**src/design/dbps_pkg.sv**
```systemverilog
// ----------------------------------------------------------------------------
// dbps_pkg: shared types and constants of the bell pulse sequencer
// Holds the phase encodings, request codes, register indexes, reset values
// and the structs that pass between the qualifier, the sequencer and the top.
// ----------------------------------------------------------------------------
package dbps_pkg;

    // Request codes carried in the input tuser field.
    typedef enum logic [1:0] {
        REQ_TICK   = 2'd0,
        REQ_SAMPLE = 2'd1,
        REQ_REMOTE = 2'd2
    } t_req_type;

    // Sequencer phase, as reported in ring_phase.
    typedef enum logic [1:0] {
        SEQ_IDLE  = 2'd0,
        SEQ_RING  = 2'd1,
        SEQ_PAUSE = 2'd2
    } t_seq_phase;

    // Button qualifier phase, as reported in button_phase.
    typedef enum logic [1:0] {
        QUAL_IDLE      = 2'd0,
        QUAL_PRESSING  = 2'd1,
        QUAL_HELD      = 2'd2,
        QUAL_RELEASING = 2'd3
    } t_qual_phase;

    // Configuration register indexes.
    typedef enum logic [2:0] {
        CFG_RING_MS         = 3'd0,
        CFG_PAUSE_MS        = 3'd1,
        CFG_PRESS_SAMPLES   = 3'd2,
        CFG_RELEASE_SAMPLES = 3'd3,
        CFG_BUTTON_RINGS    = 3'd4
    } t_cfg_idx;

    localparam int TIMER_W  = 16;
    localparam int SAMPLE_W = 8;
    localparam int PULSE_W  = 4;

    localparam logic [TIMER_W-1:0]  RING_MS_RST         = 16'd40;
    localparam logic [TIMER_W-1:0]  PAUSE_MS_RST        = 16'd500;
    localparam logic [SAMPLE_W-1:0] PRESS_SAMPLES_RST   = 8'd5;
    localparam logic [SAMPLE_W-1:0] RELEASE_SAMPLES_RST = 8'd5;
    localparam logic [PULSE_W-1:0]  BUTTON_RINGS_RST    = 4'd2;

    // One decoded item as it leaves the input register.
    typedef struct packed {
        logic               tick;
        logic               sample;
        logic               remote;
        logic               level;
        logic [PULSE_W-1:0] count;
    } t_item;

    // A request to start a ring sequence.
    typedef struct packed {
        logic               valid;
        logic [PULSE_W-1:0] count;
    } t_start_req;

    // Sequencer state visible in the result item.
    typedef struct packed {
        logic               drive;
        t_seq_phase         phase;
        logic [PULSE_W-1:0] pulses;
        logic               started;
    } t_seq_status;

endpackage

```
**src/design/dbps_qual.sv**
```systemverilog
// ----------------------------------------------------------------------------
// dbps_qual: button qualifier
// Four-phase debounce of button samples; a qualified press raises a start
// request carrying the configured number of rings.
// ----------------------------------------------------------------------------
module dbps_qual
    import dbps_pkg::*;
(
    input  logic                i_clk,
    input  logic                i_rst_n,
    input  logic                i_advance,
    input  t_item               i_item,
    input  logic [SAMPLE_W-1:0] i_press_samples,
    input  logic [SAMPLE_W-1:0] i_release_samples,
    input  logic [PULSE_W-1:0]  i_button_rings,
    output t_start_req          o_press_req,
    output t_qual_phase         o_phase
);

    t_qual_phase         r_phase, n_phase;
    logic [SAMPLE_W-1:0] r_count, n_count;
    logic [SAMPLE_W-1:0] need_hi, need_lo, count_inc;
    logic                fire;

    // A threshold of zero behaves as one.
    assign need_hi   = (i_press_samples == '0) ? SAMPLE_W'(1) : i_press_samples;
    assign need_lo   = (i_release_samples == '0) ? SAMPLE_W'(1) : i_release_samples;
    assign count_inc = (r_count == '1) ? r_count : r_count + SAMPLE_W'(1);

    always_comb begin
        n_phase = r_phase;
        n_count = r_count;
        fire    = 1'b0;
        if (i_item.sample) begin
            case (r_phase)
                QUAL_IDLE: begin
                    if (i_item.level) begin
                        n_count = SAMPLE_W'(1);
                        if (need_hi == SAMPLE_W'(1)) begin
                            fire    = 1'b1;
                            n_phase = QUAL_HELD;
                        end else begin
                            n_phase = QUAL_PRESSING;
                        end
                    end
                end
                QUAL_PRESSING: begin
                    if (i_item.level) begin
                        n_count = count_inc;
                        if (count_inc >= need_hi) begin
                            fire    = 1'b1;
                            n_phase = QUAL_HELD;
                        end
                    end else begin
                        n_phase = QUAL_IDLE;
                    end
                end
                QUAL_HELD: begin
                    if (!i_item.level) begin
                        n_count = SAMPLE_W'(1);
                        n_phase = (need_lo == SAMPLE_W'(1)) ? QUAL_IDLE : QUAL_RELEASING;
                    end
                end
                QUAL_RELEASING: begin
                    if (i_item.level) begin
                        n_phase = QUAL_HELD;
                    end else begin
                        n_count = count_inc;
                        if (count_inc >= need_lo) begin
                            n_phase = QUAL_IDLE;
                        end
                    end
                end
                default: begin
                    n_phase = QUAL_IDLE;
                end
            endcase
        end
    end

    always_ff @(posedge i_clk) begin
        if (!i_rst_n) begin
            r_phase <= QUAL_IDLE;
            r_count <= '0;
        end else if (i_advance) begin
            r_phase <= n_phase;
            r_count <= n_count;
        end
    end

    assign o_press_req.valid = fire;
    assign o_press_req.count = i_button_rings;
    assign o_phase           = n_phase;

endmodule

```
**src/design/dbps_seq.sv**
```systemverilog
// ----------------------------------------------------------------------------
// dbps_seq: bell pulse sequencer
// Rings a train of pulses on millisecond ticks; start requests are taken
// only while idle.
// ----------------------------------------------------------------------------
module dbps_seq
    import dbps_pkg::*;
(
    input  logic               i_clk,
    input  logic               i_rst_n,
    input  logic               i_advance,
    input  t_item              i_item,
    input  t_start_req         i_press_req,
    input  logic [TIMER_W-1:0] i_ring_ms,
    input  logic [TIMER_W-1:0] i_pause_ms,
    output t_seq_status        o_status
);

    t_seq_phase         r_phase, n_phase;
    logic [PULSE_W-1:0] r_pulses, n_pulses;
    logic [TIMER_W-1:0] r_timer, n_timer;
    logic               r_drive, n_drive;
    logic               started;
    t_start_req         req;
    logic [TIMER_W-1:0] ring_len, pause_len;

    assign ring_len  = (i_ring_ms == '0) ? TIMER_W'(1) : i_ring_ms;
    assign pause_len = (i_pause_ms == '0) ? TIMER_W'(1) : i_pause_ms;

    // Only one of the two sources can be active for a given item.
    always_comb begin
        req.valid = i_item.remote | i_press_req.valid;
        req.count = i_item.remote ? i_item.count : i_press_req.count;
    end

    always_comb begin
        n_phase  = r_phase;
        n_pulses = r_pulses;
        n_timer  = r_timer;
        n_drive  = r_drive;
        started  = 1'b0;
        if (req.valid && (r_phase == SEQ_IDLE)) begin
            started  = 1'b1;
            n_phase  = SEQ_RING;
            n_drive  = 1'b1;
            n_pulses = (req.count == '0) ? PULSE_W'(1) : req.count;
            n_timer  = ring_len;
        end else if (i_item.tick && (r_phase != SEQ_IDLE)) begin
            if (r_timer > TIMER_W'(1)) begin
                n_timer = r_timer - TIMER_W'(1);
            end else begin
                case (r_phase)
                    SEQ_RING: begin
                        n_drive = 1'b0;
                        if (r_pulses <= PULSE_W'(1)) begin
                            n_pulses = '0;
                            n_phase  = SEQ_IDLE;
                            n_timer  = '0;
                        end else begin
                            n_pulses = r_pulses - PULSE_W'(1);
                            n_phase  = SEQ_PAUSE;
                            n_timer  = pause_len;
                        end
                    end
                    SEQ_PAUSE: begin
                        n_phase = SEQ_RING;
                        n_drive = 1'b1;
                        n_timer = ring_len;
                    end
                    default: begin
                        n_phase = SEQ_IDLE;
                    end
                endcase
            end
        end
    end

    always_ff @(posedge i_clk) begin
        if (!i_rst_n) begin
            r_phase  <= SEQ_IDLE;
            r_pulses <= '0;
            r_timer  <= '0;
            r_drive  <= 1'b0;
        end else if (i_advance) begin
            r_phase  <= n_phase;
            r_pulses <= n_pulses;
            r_timer  <= n_timer;
            r_drive  <= n_drive;
        end
    end

    assign o_status.drive   = n_drive;
    assign o_status.phase   = n_phase;
    assign o_status.pulses  = n_pulses;
    assign o_status.started = started;

endmodule

```
**src/design/debounced_bell_pulse_sequencer_unit.sv**
```systemverilog
// ----------------------------------------------------------------------------
// debounced_bell_pulse_sequencer_unit: debounced button and bell pulse train
// Qualifies button samples and rings the bell in timed pulse trains, started
// by a qualified press or by a remote request.
// ----------------------------------------------------------------------------
//
//  Channel   Direction  Signals                    Contents
//  -------   ---------  -------------------------  -----------------------------
//  input     in         i_s_tvalid/tready/tdata    tdata: button_level, ring_count
//                       i_s_tuser                  tuser: req_type
//  result    out        o_m_tvalid/tready/tdata    tdata: bell_drive, ring_phase,
//                                                  button_phase, pulses_left,
//                                                  ring_started
//  config    in         i_cfg_we/idx/data          one register write per cycle
//
// Each item is stored in the input register and is then processed
// combinationally into the result register; one item is accepted every
// clock while results are taken. The result register is the only thing that
// can hold an item back: when it is full and not taken, processing stops and
// the input register fills, then i_s_tready drops. Reset is synchronous and
// active low; it clears all phases, counters and valid flags and loads the
// default register values.
//
module debounced_bell_pulse_sequencer_unit
    import dbps_pkg::*;
(
    input  logic                i_clk,
    input  logic                i_rst_n,
    // Input items.
    input  logic                i_s_tvalid,
    output logic                o_s_tready,
    input  logic [7:0]          i_s_tdata,   // [0] button_level, [4:1] ring_count
    input  logic [1:0]          i_s_tuser,   // [1:0] req_type
    // Result items.
    output logic                o_m_tvalid,
    input  logic                i_m_tready,
    output logic [15:0]         o_m_tdata,   // [0] bell_drive, [2:1] ring_phase,
                                             // [4:3] button_phase, [8:5] pulses_left,
                                             // [9] ring_started
    // Configuration writes.
    input  logic                i_cfg_we,
    input  logic [2:0]          i_cfg_idx,
    input  logic [TIMER_W-1:0]  i_cfg_data
);

    // Configuration registers.
    logic [TIMER_W-1:0]  r_ring_ms;
    logic [TIMER_W-1:0]  r_pause_ms;
    logic [SAMPLE_W-1:0] r_press_samples;
    logic [SAMPLE_W-1:0] r_release_samples;
    logic [PULSE_W-1:0]  r_button_rings;

    always_ff @(posedge i_clk) begin
        if (!i_rst_n) begin
            r_ring_ms         <= RING_MS_RST;
            r_pause_ms        <= PAUSE_MS_RST;
            r_press_samples   <= PRESS_SAMPLES_RST;
            r_release_samples <= RELEASE_SAMPLES_RST;
            r_button_rings    <= BUTTON_RINGS_RST;
        end else if (i_cfg_we) begin
            case (t_cfg_idx'(i_cfg_idx))
                CFG_RING_MS:         r_ring_ms         <= i_cfg_data;
                CFG_PAUSE_MS:        r_pause_ms        <= i_cfg_data;
                CFG_PRESS_SAMPLES:   r_press_samples   <= i_cfg_data[SAMPLE_W-1:0];
                CFG_RELEASE_SAMPLES: r_release_samples <= i_cfg_data[SAMPLE_W-1:0];
                CFG_BUTTON_RINGS:    r_button_rings    <= i_cfg_data[PULSE_W-1:0];
                default: begin
                end
            endcase
        end
    end

    // Input register: holds one item until the result register can take it.
    logic  r_in_valid;
    t_item r_item, n_item;
    logic  advance;

    // The item moves on when the result register is empty or being emptied.
    assign advance    = r_in_valid && (!o_m_tvalid || i_m_tready);
    assign o_s_tready = !r_in_valid || advance;

    always_comb begin
        n_item        = '0;
        n_item.level  = i_s_tdata[0];
        n_item.count  = i_s_tdata[PULSE_W:1];
        case (t_req_type'(i_s_tuser))
            REQ_TICK:   n_item.tick   = 1'b1;
            REQ_SAMPLE: n_item.sample = 1'b1;
            REQ_REMOTE: n_item.remote = 1'b1;
            default: begin
                // The unused code reaches the result with no state change.
            end
        endcase
    end

    always_ff @(posedge i_clk) begin
        if (!i_rst_n) begin
            r_in_valid <= 1'b0;
        end else if (o_s_tready) begin
            r_in_valid <= i_s_tvalid;
        end
    end

    always_ff @(posedge i_clk) begin
        if (i_s_tvalid && o_s_tready) begin
            r_item <= n_item;
        end
    end

    // Processing: the qualifier feeds a press request into the sequencer.
    t_start_req  press_req;
    t_qual_phase qual_phase;
    t_seq_status seq_status;

    dbps_qual u_qual (
        .i_clk             (i_clk),
        .i_rst_n           (i_rst_n),
        .i_advance         (advance),
        .i_item            (r_item),
        .i_press_samples   (r_press_samples),
        .i_release_samples (r_release_samples),
        .i_button_rings    (r_button_rings),
        .o_press_req       (press_req),
        .o_phase           (qual_phase)
    );

    dbps_seq u_seq (
        .i_clk       (i_clk),
        .i_rst_n     (i_rst_n),
        .i_advance   (advance),
        .i_item      (r_item),
        .i_press_req (press_req),
        .i_ring_ms   (r_ring_ms),
        .i_pause_ms  (r_pause_ms),
        .o_status    (seq_status)
    );

    // Result register.
    logic        r_out_valid;
    logic [15:0] r_out_data, n_out_data;

    always_comb begin
        n_out_data       = '0;
        n_out_data[0]    = seq_status.drive;
        n_out_data[2:1]  = seq_status.phase;
        n_out_data[4:3]  = qual_phase;
        n_out_data[8:5]  = seq_status.pulses;
        n_out_data[9]    = seq_status.started;
    end

    always_ff @(posedge i_clk) begin
        if (!i_rst_n) begin
            r_out_valid <= 1'b0;
        end else if (advance) begin
            r_out_valid <= 1'b1;
        end else if (i_m_tready) begin
            r_out_valid <= 1'b0;
        end
    end

    always_ff @(posedge i_clk) begin
        if (advance) begin
            r_out_data <= n_out_data;
        end
    end

    assign o_m_tvalid = r_out_valid;
    assign o_m_tdata  = r_out_data;

endmodule
```
**config.mk**
```make
export PLATFORM = sky130hd
export DESIGN_NAME = debounced_bell_pulse_sequencer_unit
export DESIGN_NICKNAME = d
export VERILOG_FILES = /design/src/design/dbps_pkg.sv /design/src/design/dbps_qual.sv /design/src/design/dbps_seq.sv /design/src/design/debounced_bell_pulse_sequencer_unit.sv
export SDC_FILE = /design/constraint.sdc
export NUM_CORES = 1
export LEC_CHECK = 0
export ABC_AREA = 1
export ABC_CLOCK_PERIOD_IN_PS = 3400
export BUFFER_PORTS_ARGS = -buffer_cell sky130_fd_sc_hd__buf_2
export CORE_MARGIN = 1.5
export CORE_UTILIZATION = 45
export CTS_CLUSTER_SIZE = 12
export DETAILED_ROUTE_END_ITERATION = 6
export SYNTH_ARGS = -nofsm -noshare
export SYNTH_HDL_FRONTEND = slang
export SYNTH_SLANG_ARGS = --single-unit
```
**constraint.sdc**
```tcl
create_clock -name i_clk -period 3.4 [get_ports i_clk]
set_input_delay 0.34 -clock i_clk [delete_from_list [all_inputs] [get_ports i_clk]]
set_output_delay 0.34 -clock i_clk [all_outputs]
set_load 0.02 [all_outputs]
```
==> results.json, run 1 <==
{
  "end_kind": "register",
  "cts_tree": "yes",
  "drive_above_1_share_pct": 12.7,
  "synth_edf_count": 18,
  "cts_htree_levels": 3,
  "gr-total-overflow": 0,
  "antenna_found_initial": 0,
  "skew_ns": 0.0105,
  "die_h_um": 117,
  "yosysWarnings": 0,
  "start_util_pct": 46.5,
  "p_leak_nw": 3.09,
  "fin_crit_sh_pct": 89.6,
  "grt_pass1_vias": 4746,
  "fin_nets": 925,
  "synthToLayoutAreaGrowth_pct": 11.2,
  "synth-compound-area-share_pct": 18.3,
  "dieArea_sq_mm": 0.0138,
  "synth_top_area_share_pct": 29.6,
  "n_antenna_cell": 0,
  "pre_cts_slack_ns": 0.324,
  "cpMostUsedCell": "nand2_1",
  "start_kind": "register",
  "cts.clk_slew.worst_paths_ns": 0.08,
  "dp_hpwl_mm": 11.0,
  "p_per_area_mw_per_mm2": 481,
  "cts_buffer_depth": 2,
  "synth.largest_area_cell": "dfxtp_1",
  "initialDrtViolationCount": 342,
  "crit_path_top_delay_cell": "dfxtp_1",
  "drtAntennaViolNets": 0,
  "post-route-min-period_ns": 3.05,
  "grt_max_degree": 71,
  "slew_headroom_pct": 47.2,
  "worst-path-stages": 27,
  "syn-instance-count": 837,
  "vias_per_cell": 5.17,
  "die_x_um": 117,
  "cts_root_buf": "clkbuf_16",
  "first_pass_iters": 5,
  "synth_top_family_by_area": "simple AND/OR/NAND/NOR gates",
  "avgSynthCellArea_sq_um": 7.03,
  "drcViolationCount": 0,
  "worst_slack_ns": 0.355,
  "crit_required_ns": 3.67,
  "ir_drop_v": 0.000270,
  "slowest_delay_ns": 0.38,
  "syn-cell-area_sq_mm": 0.00589,
  "worstRegToRegCells": 27,
  "ios": 52,
  "arrival_ns": 3.32,
  "hold_viol_final": 0,
  "cp_top_family": "simple AND/OR/NAND/NOR gates",
  "postCtsSetupRepairBufs": 0,
  "synthXorXnorAreaFrac_pct": 1.19,
  "yosysSeqAreaShare_pct": 38.8,
  "clock_latency_ns": 0.37,
  "synth_adder_area_share_pct": 4.25,
  "grt_usage_pct": 21.5,
  "cap_viol_max_count": 0,
  "layout_common_cells": "nand2_1, inv_1, nor2_1, dfxtp_1, a21oi_1",
  "ys.flop_type": "dfxtp_1",
  "max_slew.worst_pin.slew_ns": 0.790,
  "num_rows": 41,
  "port_buffers": 42,
  "worstPathMaxFanout": 30,
  "layout_commonest_cell": "nand2_1",
  "whs_path_depth": 1,
  "wl_mm": 15.1,
  "critPathBufInv": 2,
  "max_freq_mhz": 328,
  "clkSinkCount": 105,
  "via_count": 5415,
  "hold_class": "in -> reg",
  "setup_viol": 0,
  "ys_ff_latch": 105,
  "slew_violations": 0,
  "core_area_sq_mm": 0.0127,
  "yosys.area_share.simple_pct": 25.7,
  "cts-buffers-inserted": 9,
  "wl_per_cell_um": 14.4,
  "synth.area.top_cells": "dfxtp_1, nand2_1, edfxtp_1, inv_1, nor2_1",
  "postSynth.asyncResetShare_pct": 0,
  "grt_pass1_wl_mm": 23.7,
  "finalPower_mw": 3.15,
  "ys_types": 44,
  "place_congestion": 0.834,
  "status": "finished clean",
  "synthMuxAreaShare_pct": 0,
  "crit_type": "reg -> reg"
}
## registers in the layout, indices dropped and copies added, names as in the netlist
register and count:
r_ring_ms 16, u_qual.r_count 8, o_m_tvalid 1, r_button_rings 4
u_qual.r_phase 2, u_seq.r_pulses 4, r_pause_ms 16, o_m_tdata 10
r_item 8, u_seq.r_phase 2, r_in_valid 1, r_press_samples 8
u_seq.r_timer 16, u_seq.r_drive 1, r_release_samples 8
## where the power goes
part / internal, mW / switching [mW]
Sequential: 1.33 / 0.0380
Combinational: 0.248 / 0.468
Clock: 0.526 / 0.546
## through the flow
| step | TNS (ns) | util, % | instance area [sq um] | hold slack [ns] | cells |
|---|---|---|---|---|---|
| 6_report | 0 | 51.7 | 6550 | 0.149 | 1048 |
| 5_1_grt | -0.00584 | 51.7 | 6550 | 0.139 | 1048 |
| 4_1_cts | 0 | 51.4 | 6510 | 0.138 | 1047 |
| 3_5_place_dp | 0 | 49.0 | 6210 | 0.453 | 1031 |
| 3_3_place_gp | 0 | 49.0 | 6210 | 0.459 | 1031 |
| 2_1_floorplan | 0 | - | 5910 | 0.431 | 842 |
## cell type report
class / count / area (sq um)
fillers: 1271 / 6120
multi-input cells: 577 / 2950
flip-flops and latches: 105 / 2280
inverters: 126 / 473
repair buffers: 52 / 328
clock buffers: 9 / 225
well taps: 172 / 215
clock inverters: 7 / 78.8
## per-layer routing
metal / vias to the layer above / track usage [%] / share of wire (%)
li1: 2794 / - / -
met1: 2479 / 30.5 / 48
met2: 128 / 33.6 / 46
met3: 14 / 3.50 / 5.0
met4: 0 / 6.87 / 1.3
met5: - / 0 / 0
## path summary, 6_finish.rpt
kind / slack [ns] / start / end
worst max-delay path: 0.35 / u_qual.r_count[1]$_SDFFE_PN0P_ / u_seq.r_timer[5]$_SDFFE_PN0P_
worst min register to register: 0.47 / r_release_samples[0]$_SDFFE_PN1P_ / r_release_samples[0]$_SDFFE_PN1P_
worst max register to register: 0.35 / u_qual.r_count[1]$_SDFFE_PN0P_ / u_seq.r_timer[5]$_SDFFE_PN0P_
worst min-delay path: 0.15 / i_s_tdata[3] / r_item[2]$_DFFE_PP_
## timing repair
item                       CTS  global route
hold buffers                 0             0
setup endpoints to repair    0            16
gates resized for setup      0             3
## Yosys cell counts, drive strengths merged, types with 2 or more instances
master,instances
nand2,197
inv,125
nor2,97
dfxtp,87
o21ai,81
a21oi,68
nand3,31
ha,20
edfxtp,18
buf,17
clkbuf,17
nand4,11
nor4,11
o22ai,9
nor3,8
o211ai,7
xor2,7
a221oi,4
a21o,3
a32oi,3
a31oi,2
a41o,2
or2,2
## worst reg2reg max path, stage by stage (launching register included)
cell	delay [ns]
dfxtp_1	0.38
ha_1	0.20
nand2_2	0.08
nor2_4	0.16
nand2_2	0.11
inv_1	0.10
nor2_1	0.05
nor2_1	0.14
ha_1	0.25
nand2_1	0.08
nand2_1	0.05
nand2_1	0.05
nand2_1	0.05
nand2_1	0.06
nand2_1	0.05
nand2_1	0.06
nand2_1	0.05
nand2_1	0.08
nand3_1	0.08
nand2_1	0.09
nand2_2	0.11
nand2_8	0.13
nand2_1	0.06
nand2_1	0.10
buf_12	0.19
nand2_1	0.08
nand2_1	0.06
nor2_1	0.04
## cells by family (layout without fill, tap and decap cells)
group	count (synthesis)	after routing
AND/OR/NAND/NOR	357	357
AO/OA/AOI/OAI	186	186
buffers and inverters	160	194
flip-flops	105	105
adder cells (fa/ha/maj)	20	20
XOR/XNOR	8	8
other	1	6
(Power assumes the default switching activity.)
==> run 2, diff against run 1 <==
--- a/config.mk
+++ b/config.mk
@@ -6,7 +6,7 @@
 export NUM_CORES = 1
 export LEC_CHECK = 0
 export ABC_AREA = 1
-export ABC_CLOCK_PERIOD_IN_PS = 3400
+export ABC_CLOCK_PERIOD_IN_PS = 3300
 export BUFFER_PORTS_ARGS = -buffer_cell sky130_fd_sc_hd__buf_2
 export CORE_MARGIN = 1.5
 export CORE_UTILIZATION = 45
==> constraint.sdc (replaced) <==
create_clock -name i_clk -period 3.3 [get_ports i_clk]
set_input_delay 0.33 -clock i_clk [delete_from_list [all_inputs] [get_ports i_clk]]
set_output_delay 0.33 -clock i_clk [all_outputs]
set_load 0.02 [all_outputs]
==> run 2 against run 1 <==
Net effect: first-iteration DRC count increased by 5.0%; clock skew increased by 0.00061 ns; via count about the same; combinational power up 3.5%; core utilization is 0.31 points higher; cell count is 0.29% higher; sequential power is 4% higher; sequential cell count stayed put; critical path depth did not move; maximum frequency is 0.56% lower; largest cell class unchanged.
==> results.json, run 2 (same netlist as run 1, synthesis figures left out) <==
{
  "status": "finished clean",
  "combPwrFrac_pct": 23.2,
  "wl_per_cell_um": 14.5,
  "antenna_found_initial": 0,
  "start_kind": "register",
  "max_slew.worst_pin.slew_ns": 0.777,
  "grt_pass1_wl_mm": 23.7,
  "setup_viol": 0,
  "start_util_pct": 46.5,
  "num_rows": 41,
  "p_clk_share_pct": 32.8,
  "crit_required_ns": 3.55,
  "n_antenna_cell": 0,
  "die_h_um": 117,
  "worstPathMaxFanout": 15,
  "clock_latency_ns": 0.36,
  "crit_type": "reg -> reg",
  "grt_max_degree": 71,
  "dieArea_sq_mm": 0.0138,
  "first_pass_iters": 7,
  "initialDrtViolationCount": 359,
  "cts_buffer_depth": 2,
  "final.setup.tns_ns": 0,
  "gr-total-overflow": 0,
  "crit-reg2reg-capture": "u_seq.r_timer[3]$_SDFFE_PN0P_",
  "worstRegToRegCells": 27,
  "place_area_sq_mm": 0.00621,
  "cpMostUsedCell": "nand2_1",
  "wl_mm": 15.3,
  "worstHoldStart": "i_s_tdata[4]",
  "drcViolationCount": 0,
  "cts.clk_slew.worst_paths_ns": 0.08,
  "cts_tree": "yes",
  "ios": 52,
  "port_buffers": 42,
  "hold_viol_final": 0,
  "cts_root_buf": "clkbuf_16",
  "hold_class": "in -> reg",
  "grt_usage_pct": 21.4,
  "critPathLaunch": "u_qual.r_count[0]$_SDFFE_PN0P_",
  "slew_violations": 0,
  "layout_common_cells": "nand2_1, inv_1, nor2_1, dfxtp_1, a21oi_1",
  "drive_above_1_share_pct": 13.0,
  "p_switching_mw": 1.01,
  "synthToLayoutAreaGrowth_pct": 11.9,
  "fin_crit_sh_pct": 92.8,
  "via_count": 5413,
  "finalPower_mw": 3.20,
  "cts-buffers-inserted": 9,
  "dp_hpwl_mm": 11.0,
  "ir_drop_v": 0.000311,
  "final_area_sq_mm": 0.00659,
  "max_freq_mhz": 327,
  "post-route-min-period_ns": 3.06,
  "crit_path_top_delay_cell": "dfxtp_2",
  "drtAntennaViolNets": 0,
  "switching_share_pct": 31.6,
  "end_kind": "register",
  "p_per_area_mw_per_mm2": 485,
  "p_leak_nw": 3.11,
  "slowest_delay_ns": 0.38,
  "core_area_sq_mm": 0.0127,
  "cts_hold_buf": 0,
  "grt_pass1_vias": 4852,
  "cts_htree_levels": 3,
  "p_int_mw": 2.19,
  "whs_path_depth": 1,
  "fin_nets": 928,
  "skew_ns": 0.0111,
  "slew_headroom_pct": 48.1,
  "r2r_slack_ns": 0.24,
  "vias_per_cell": 5.15,
  "layout_commonest_cell": "nand2_1",
  "p_seq_share_pct": 44.0,
  "timing.rr.start": "u_qual.r_count[0]$_SDFFE_PN0P_",
  "cap_viol_max_count": 0,
  "place_congestion": 0.852,
  "clkSinkCount": 105,
  "hold_end": "r_item[3]$_DFFE_PP_",
  "die_x_um": 117,
  "arrival_ns": 3.31,
  "hold_slack_ns": 0.149,
  "top_regs": "r_pause_ms x16, r_ring_ms x16, u_seq.r_timer x16"
}
## run 2: cell types whose count changed in the layout (fill, tap and decap cells not counted), sizes merged
cell | before | now
clkbuf | 10 | 15
buf | 51 | 53
clkinvlp | 0 | 1
inv | 130 | 125
## run 2: metrics by stage
step / util, % / setup slack, ns / cells
6_report: 52.0 / 0.238 / 1051
5_1_grt: 52.0 / -0.0462 / 1051
4_1_cts: 51.2 / 0.170 / 1047
3_5_place_dp: 49.0 / 0.206 / 1031
3_3_place_gp: 49.0 / 0.265 / 1031
2_1_floorplan: - / 0.604 / 842
## run 2: what timing repair did
| item | CTS | global route |
|---|---|---|
| setup endpoints to repair | 0 | 24 |
| buffers inserted | 0 | 2 |
| gates resized for setup | 0 | 7 |
## run 2: worst max-delay path: cells and delay by family (launching register included)
family | cells | cell delay [ns]
XOR/XNOR | 1 | 0.17
adder cells (fa/ha/maj) | 2 | 0.49
buffers and inverters | 3 | 0.23
flip-flops | 1 | 0.38
AND/OR/NAND/NOR | 21 | 1.67
## run 2: how the worst max path moves through the flow
stage                                           to  cells after the start  slack, ns
detailed placement  u_seq.r_timer[11]$_SDFFE_PN0P_                     27       0.21
finish               u_seq.r_timer[3]$_SDFFE_PN0P_                     27       0.24
global route         u_seq.r_timer[1]$_SDFFE_PN0P_                     27      -0.05
CTS                  u_seq.r_timer[3]$_SDFFE_PN0P_                     27       0.17
global placement     u_seq.r_timer[6]$_SDFFE_PN0P_                     27       0.27
floorplan                   o_m_tdata[8]$_DFFE_PP_                     25       0.60
## run 2: per-layer routing
| layer | GRT usage [%] | wire [um] | vias up |
|---|---|---|---|
| li1 | - | - | 2790 |
| met1 | 29.2 | 7260 | 2478 |
| met2 | 34.6 | 7040 | 125 |
| met3 | 4.38 | 770 | 20 |
| met4 | 5.17 | 208 | 0 |
| met5 | 0 | 0 | - |
## run 2: power by group through the flow
stage | Clock [mW] | Combinational, mW | Sequential (mW)
final | 1.05 | 0.741 | 1.41
after global routing | 1.11 | 0.831 | 1.41
after CTS | 1.07 | 0.718 | 1.41
after detailed placement | 0 | 0.713 | 1.43
after global placement | 0 | 0.706 | 1.43
after floorplan | 0 | 0.555 | 1.43
## run 2: layout make-up
class,instances,area [sq um]
clock buffers,13,262
clock inverters,3,25.0
fillers,1287,6080
inverters,126,473
multi-input cells,577,2960
flip-flops and latches,105,2280
well taps,172,215
repair buffers,55,368
==> run 3, diff against run 2 <==
--- a/config.mk
+++ b/config.mk
@@ -12,6 +12,8 @@
 export CORE_UTILIZATION = 45
 export CTS_CLUSTER_SIZE = 12
 export DETAILED_ROUTE_END_ITERATION = 6
+export PLACE_DENSITY = 0.74
+export RECOVER_POWER = 50
 export SYNTH_ARGS = -nofsm -noshare
 export SYNTH_HDL_FRONTEND = slang
 export SYNTH_SLANG_ARGS = --single-unit
==> run 3 against run 2 <==
Net effect: register-to-register slack better by 0.05 ns; total power up 2.6%; clock skew down 0.0017 ns; global-route usage down 0.87 points; largest power group unchanged.
==> results.json, run 3 (same netlist as run 1, synthesis figures left out) <==
{
  "grt_pass1_vias": 4912,
  "r2r_slack_ns": 0.28,
  "fin_crit_sh_pct": 91.4,
  "layout_common_cells": "nand2_1, inv_1, nor2_1, dfxtp_1, a21oi_1",
  "worstPathCellList": "ha_2 > nand2_2 > nor2_4 > buf_4 > nand2_2 > nor2_1 > inv_1 > nand2_1 > ha_1 > a21oi_1 > a21boi_2 > nand2_1 > nand2_1 > nand3_1 > nand2_1 > nand2_2 > nand2_4 > nand2_1 > nand2_2 > clkbuf_16 > nand2_1 > nand2_1 > nor2_1",
  "slew_violations": 0,
  "end_kind": "register",
  "switching_share_pct": 31.1,
  "multiInputGateArea_sq_mm": 0.00295,
  "regArea_sq_mm": 0.00228,
  "cts_root_buf": "clkbuf_16",
  "p_seq_share_pct": 42.8,
  "crit_path_top_delay_cell": "dfxtp_2",
  "setup_viol": 0,
  "utilization_pct": 51.9,
  "fin_nets": 929,
  "place_area_sq_mm": 0.00620,
  "drcViolationCount": 0,
  "status": "finished clean",
  "worstRegToRegCells": 23,
  "routed.top_layer": "met4",
  "cpMostUsedCell": "nand2_1",
  "drtAntennaViolNets": 0,
  "cap_viol_max_count": 0,
  "via_count": 5472,
  "die_h_um": 117,
  "gr-total-overflow": 0,
  "whs_path_depth": 1,
  "wl_mm": 14.3,
  "cts-buffers-inserted": 9,
  "final.setup.tns_ns": 0,
  "clkSinkCount": 105,
  "grt_max_degree": 71,
  "drive_above_1_share_pct": 11.7,
  "p_int_mw": 2.26,
  "hold_class": "in -> reg",
  "final_area_sq_mm": 0.00658,
  "slowest_delay_ns": 0.37,
  "synthToLayoutAreaGrowth_pct": 11.8,
  "layout_commonest_cell": "nand2_1",
  "ios": 52,
  "n_antenna_cell": 0,
  "ir_drop_v": 0.000290,
  "cts.clk_slew.worst_paths_ns": 0.07,
  "top_regs": "r_pause_ms x16, r_ring_ms x16, u_seq.r_timer x16",
  "combPwrFrac_pct": 22.2,
  "core_area_sq_mm": 0.0127,
  "p_per_area_mw_per_mm2": 499,
  "rsz0062_at_grt": "no",
  "slew_headroom_pct": 43.9,
  "initialDrtViolationCount": 429,
  "max_slew.worst_pin.slew_ns": 0.840,
  "cts_buffer_depth": 2,
  "vias_per_cell": 5.20,
  "p_leak_nw": 3.07,
  "antenna_found_initial": 0,
  "clock_latency_ns": 0.35,
  "cts_htree_levels": 3,
  "cp_top_family": "simple AND/OR/NAND/NOR gates",
  "place_congestion": 0.858,
  "grt_usage_pct": 20.5,
  "start_kind": "register",
  "worstHoldStart": "i_s_tdata[3]",
  "dr_wl_met2_mm": 6.56,
  "start_util_pct": 46.5,
  "max_freq_mhz": 331,
  "post-route-min-period_ns": 3.02,
  "fillers": 1256,
  "hold_end": "r_item[2]$_DFFE_PP_",
  "timing.rr.start": "u_qual.r_count[0]$_SDFFE_PN0P_",
  "p_clk_share_pct": 35.0,
  "grt_pass1_wl_mm": 23.1,
  "wl_met1_mm": 6.68,
  "arrival_ns": 3.27,
  "dp_hpwl_mm": 10.1,
  "wl_met3_um": 771,
  "p_switching_mw": 1.02,
  "worstPathMaxFanout": 15,
  "crit-reg2reg-capture": "u_seq.r_timer[12]$_SDFFE_PN0P_",
  "hold_viol_final": 0,
  "dieArea_sq_mm": 0.0138,
  "cts_tree": "yes",
  "port_buffers": 42,
  "first_pass_iters": 5,
  "crit_type": "reg -> reg",
  "critPathBufInv": 3,
  "crit_required_ns": 3.55,
  "num_rows": 41,
  "wl_per_cell_um": 13.6,
  "skew_ns": 0.00945,
  "finalPower_mw": 3.28,
  "die_x_um": 117
}
-- run 3: what timing repair did --
| item | CTS | global route |
|---|---|---|
| setup buffers | 0 | 5 |
| setup endpoints to repair | 0 | 25 |
| hold endpoints to repair | 0 | 0 |
| resized for setup | 0 | 7 |
| hold buffers | 0 | 0 |
-- run 3: worst max path at each step --
stage,end,slack (ns),cells past startpoint,from
6_report,u_seq.r_timer[12]$_SDFFE_PN0P_,0.28,23,u_qual.r_count[0]$_SDFFE_PN0P_
5_1_grt,u_seq.r_timer[2]$_SDFFE_PN0P_,0.003,27,u_qual.r_count[0]$_SDFFE_PN0P_
4_1_cts,u_seq.r_timer[2]$_SDFFE_PN0P_,0.12,27,u_qual.r_count[0]$_SDFFE_PN0P_
3_5_place_dp,u_seq.r_timer[12]$_SDFFE_PN0P_,0.17,27,u_qual.r_count[0]$_SDFFE_PN0P_
3_3_place_gp,u_seq.r_timer[0]$_SDFFE_PN0P_,0.20,27,u_qual.r_count[0]$_SDFFE_PN0P_
2_1_floorplan,o_m_tdata[8]$_DFFE_PP_,0.60,25,u_qual.r_count[0]$_SDFFE_PN0P_
-- run 3: power by group through the flow --
| stage | clock network, mW | registers, mW | logic [mW] |
|---|---|---|---|
| 2_1_floorplan | 0 | 1.43 | 0.555 |
| 3_3_place_gp | 0 | 1.43 | 0.695 |
| 3_5_place_dp | 0 | 1.43 | 0.704 |
| 4_1_cts | 1.16 | 1.40 | 0.710 |
| 5_1_grt | 1.21 | 1.41 | 0.815 |
| 6_report | 1.15 | 1.41 | 0.728 |
-- run 3: final cells by class --
| type | instances | area share (%) |
|---|---|---|
| timing repair buffer | 56 | 5.10 |
| inverter | 126 | 7.19 |
| clock buffer | 11 | 3.84 |
| tap | 172 | 3.27 |
| multi-input combinational | 577 | 44.9 |
| clock inverter | 5 | 1.03 |
| sequential | 105 | 34.7 |
-- run 3: per-layer routing --
| layer | up-vias | global-route usage [%] |
|---|---|---|
| met5 | - | 0 |
| met4 | 0 | 7.95 |
| met3 | 23 | 2.82 |
| met2 | 166 | 32.6 |
| met1 | 2486 | 28.3 |
| li1 | 2797 | - |
-- run 3: metrics by stage --
step / worst slack (ns) / hold WS (ns) / instances
floorplan: 0.604 / 0.429 / 842
global placement: 0.204 / 0.446 / 1030
detailed placement: 0.168 / 0.456 / 1030
CTS: 0.121 / 0.148 / 1046
global route: 0.00293 / 0.141 / 1052
finish: 0.283 / 0.156 / 1052
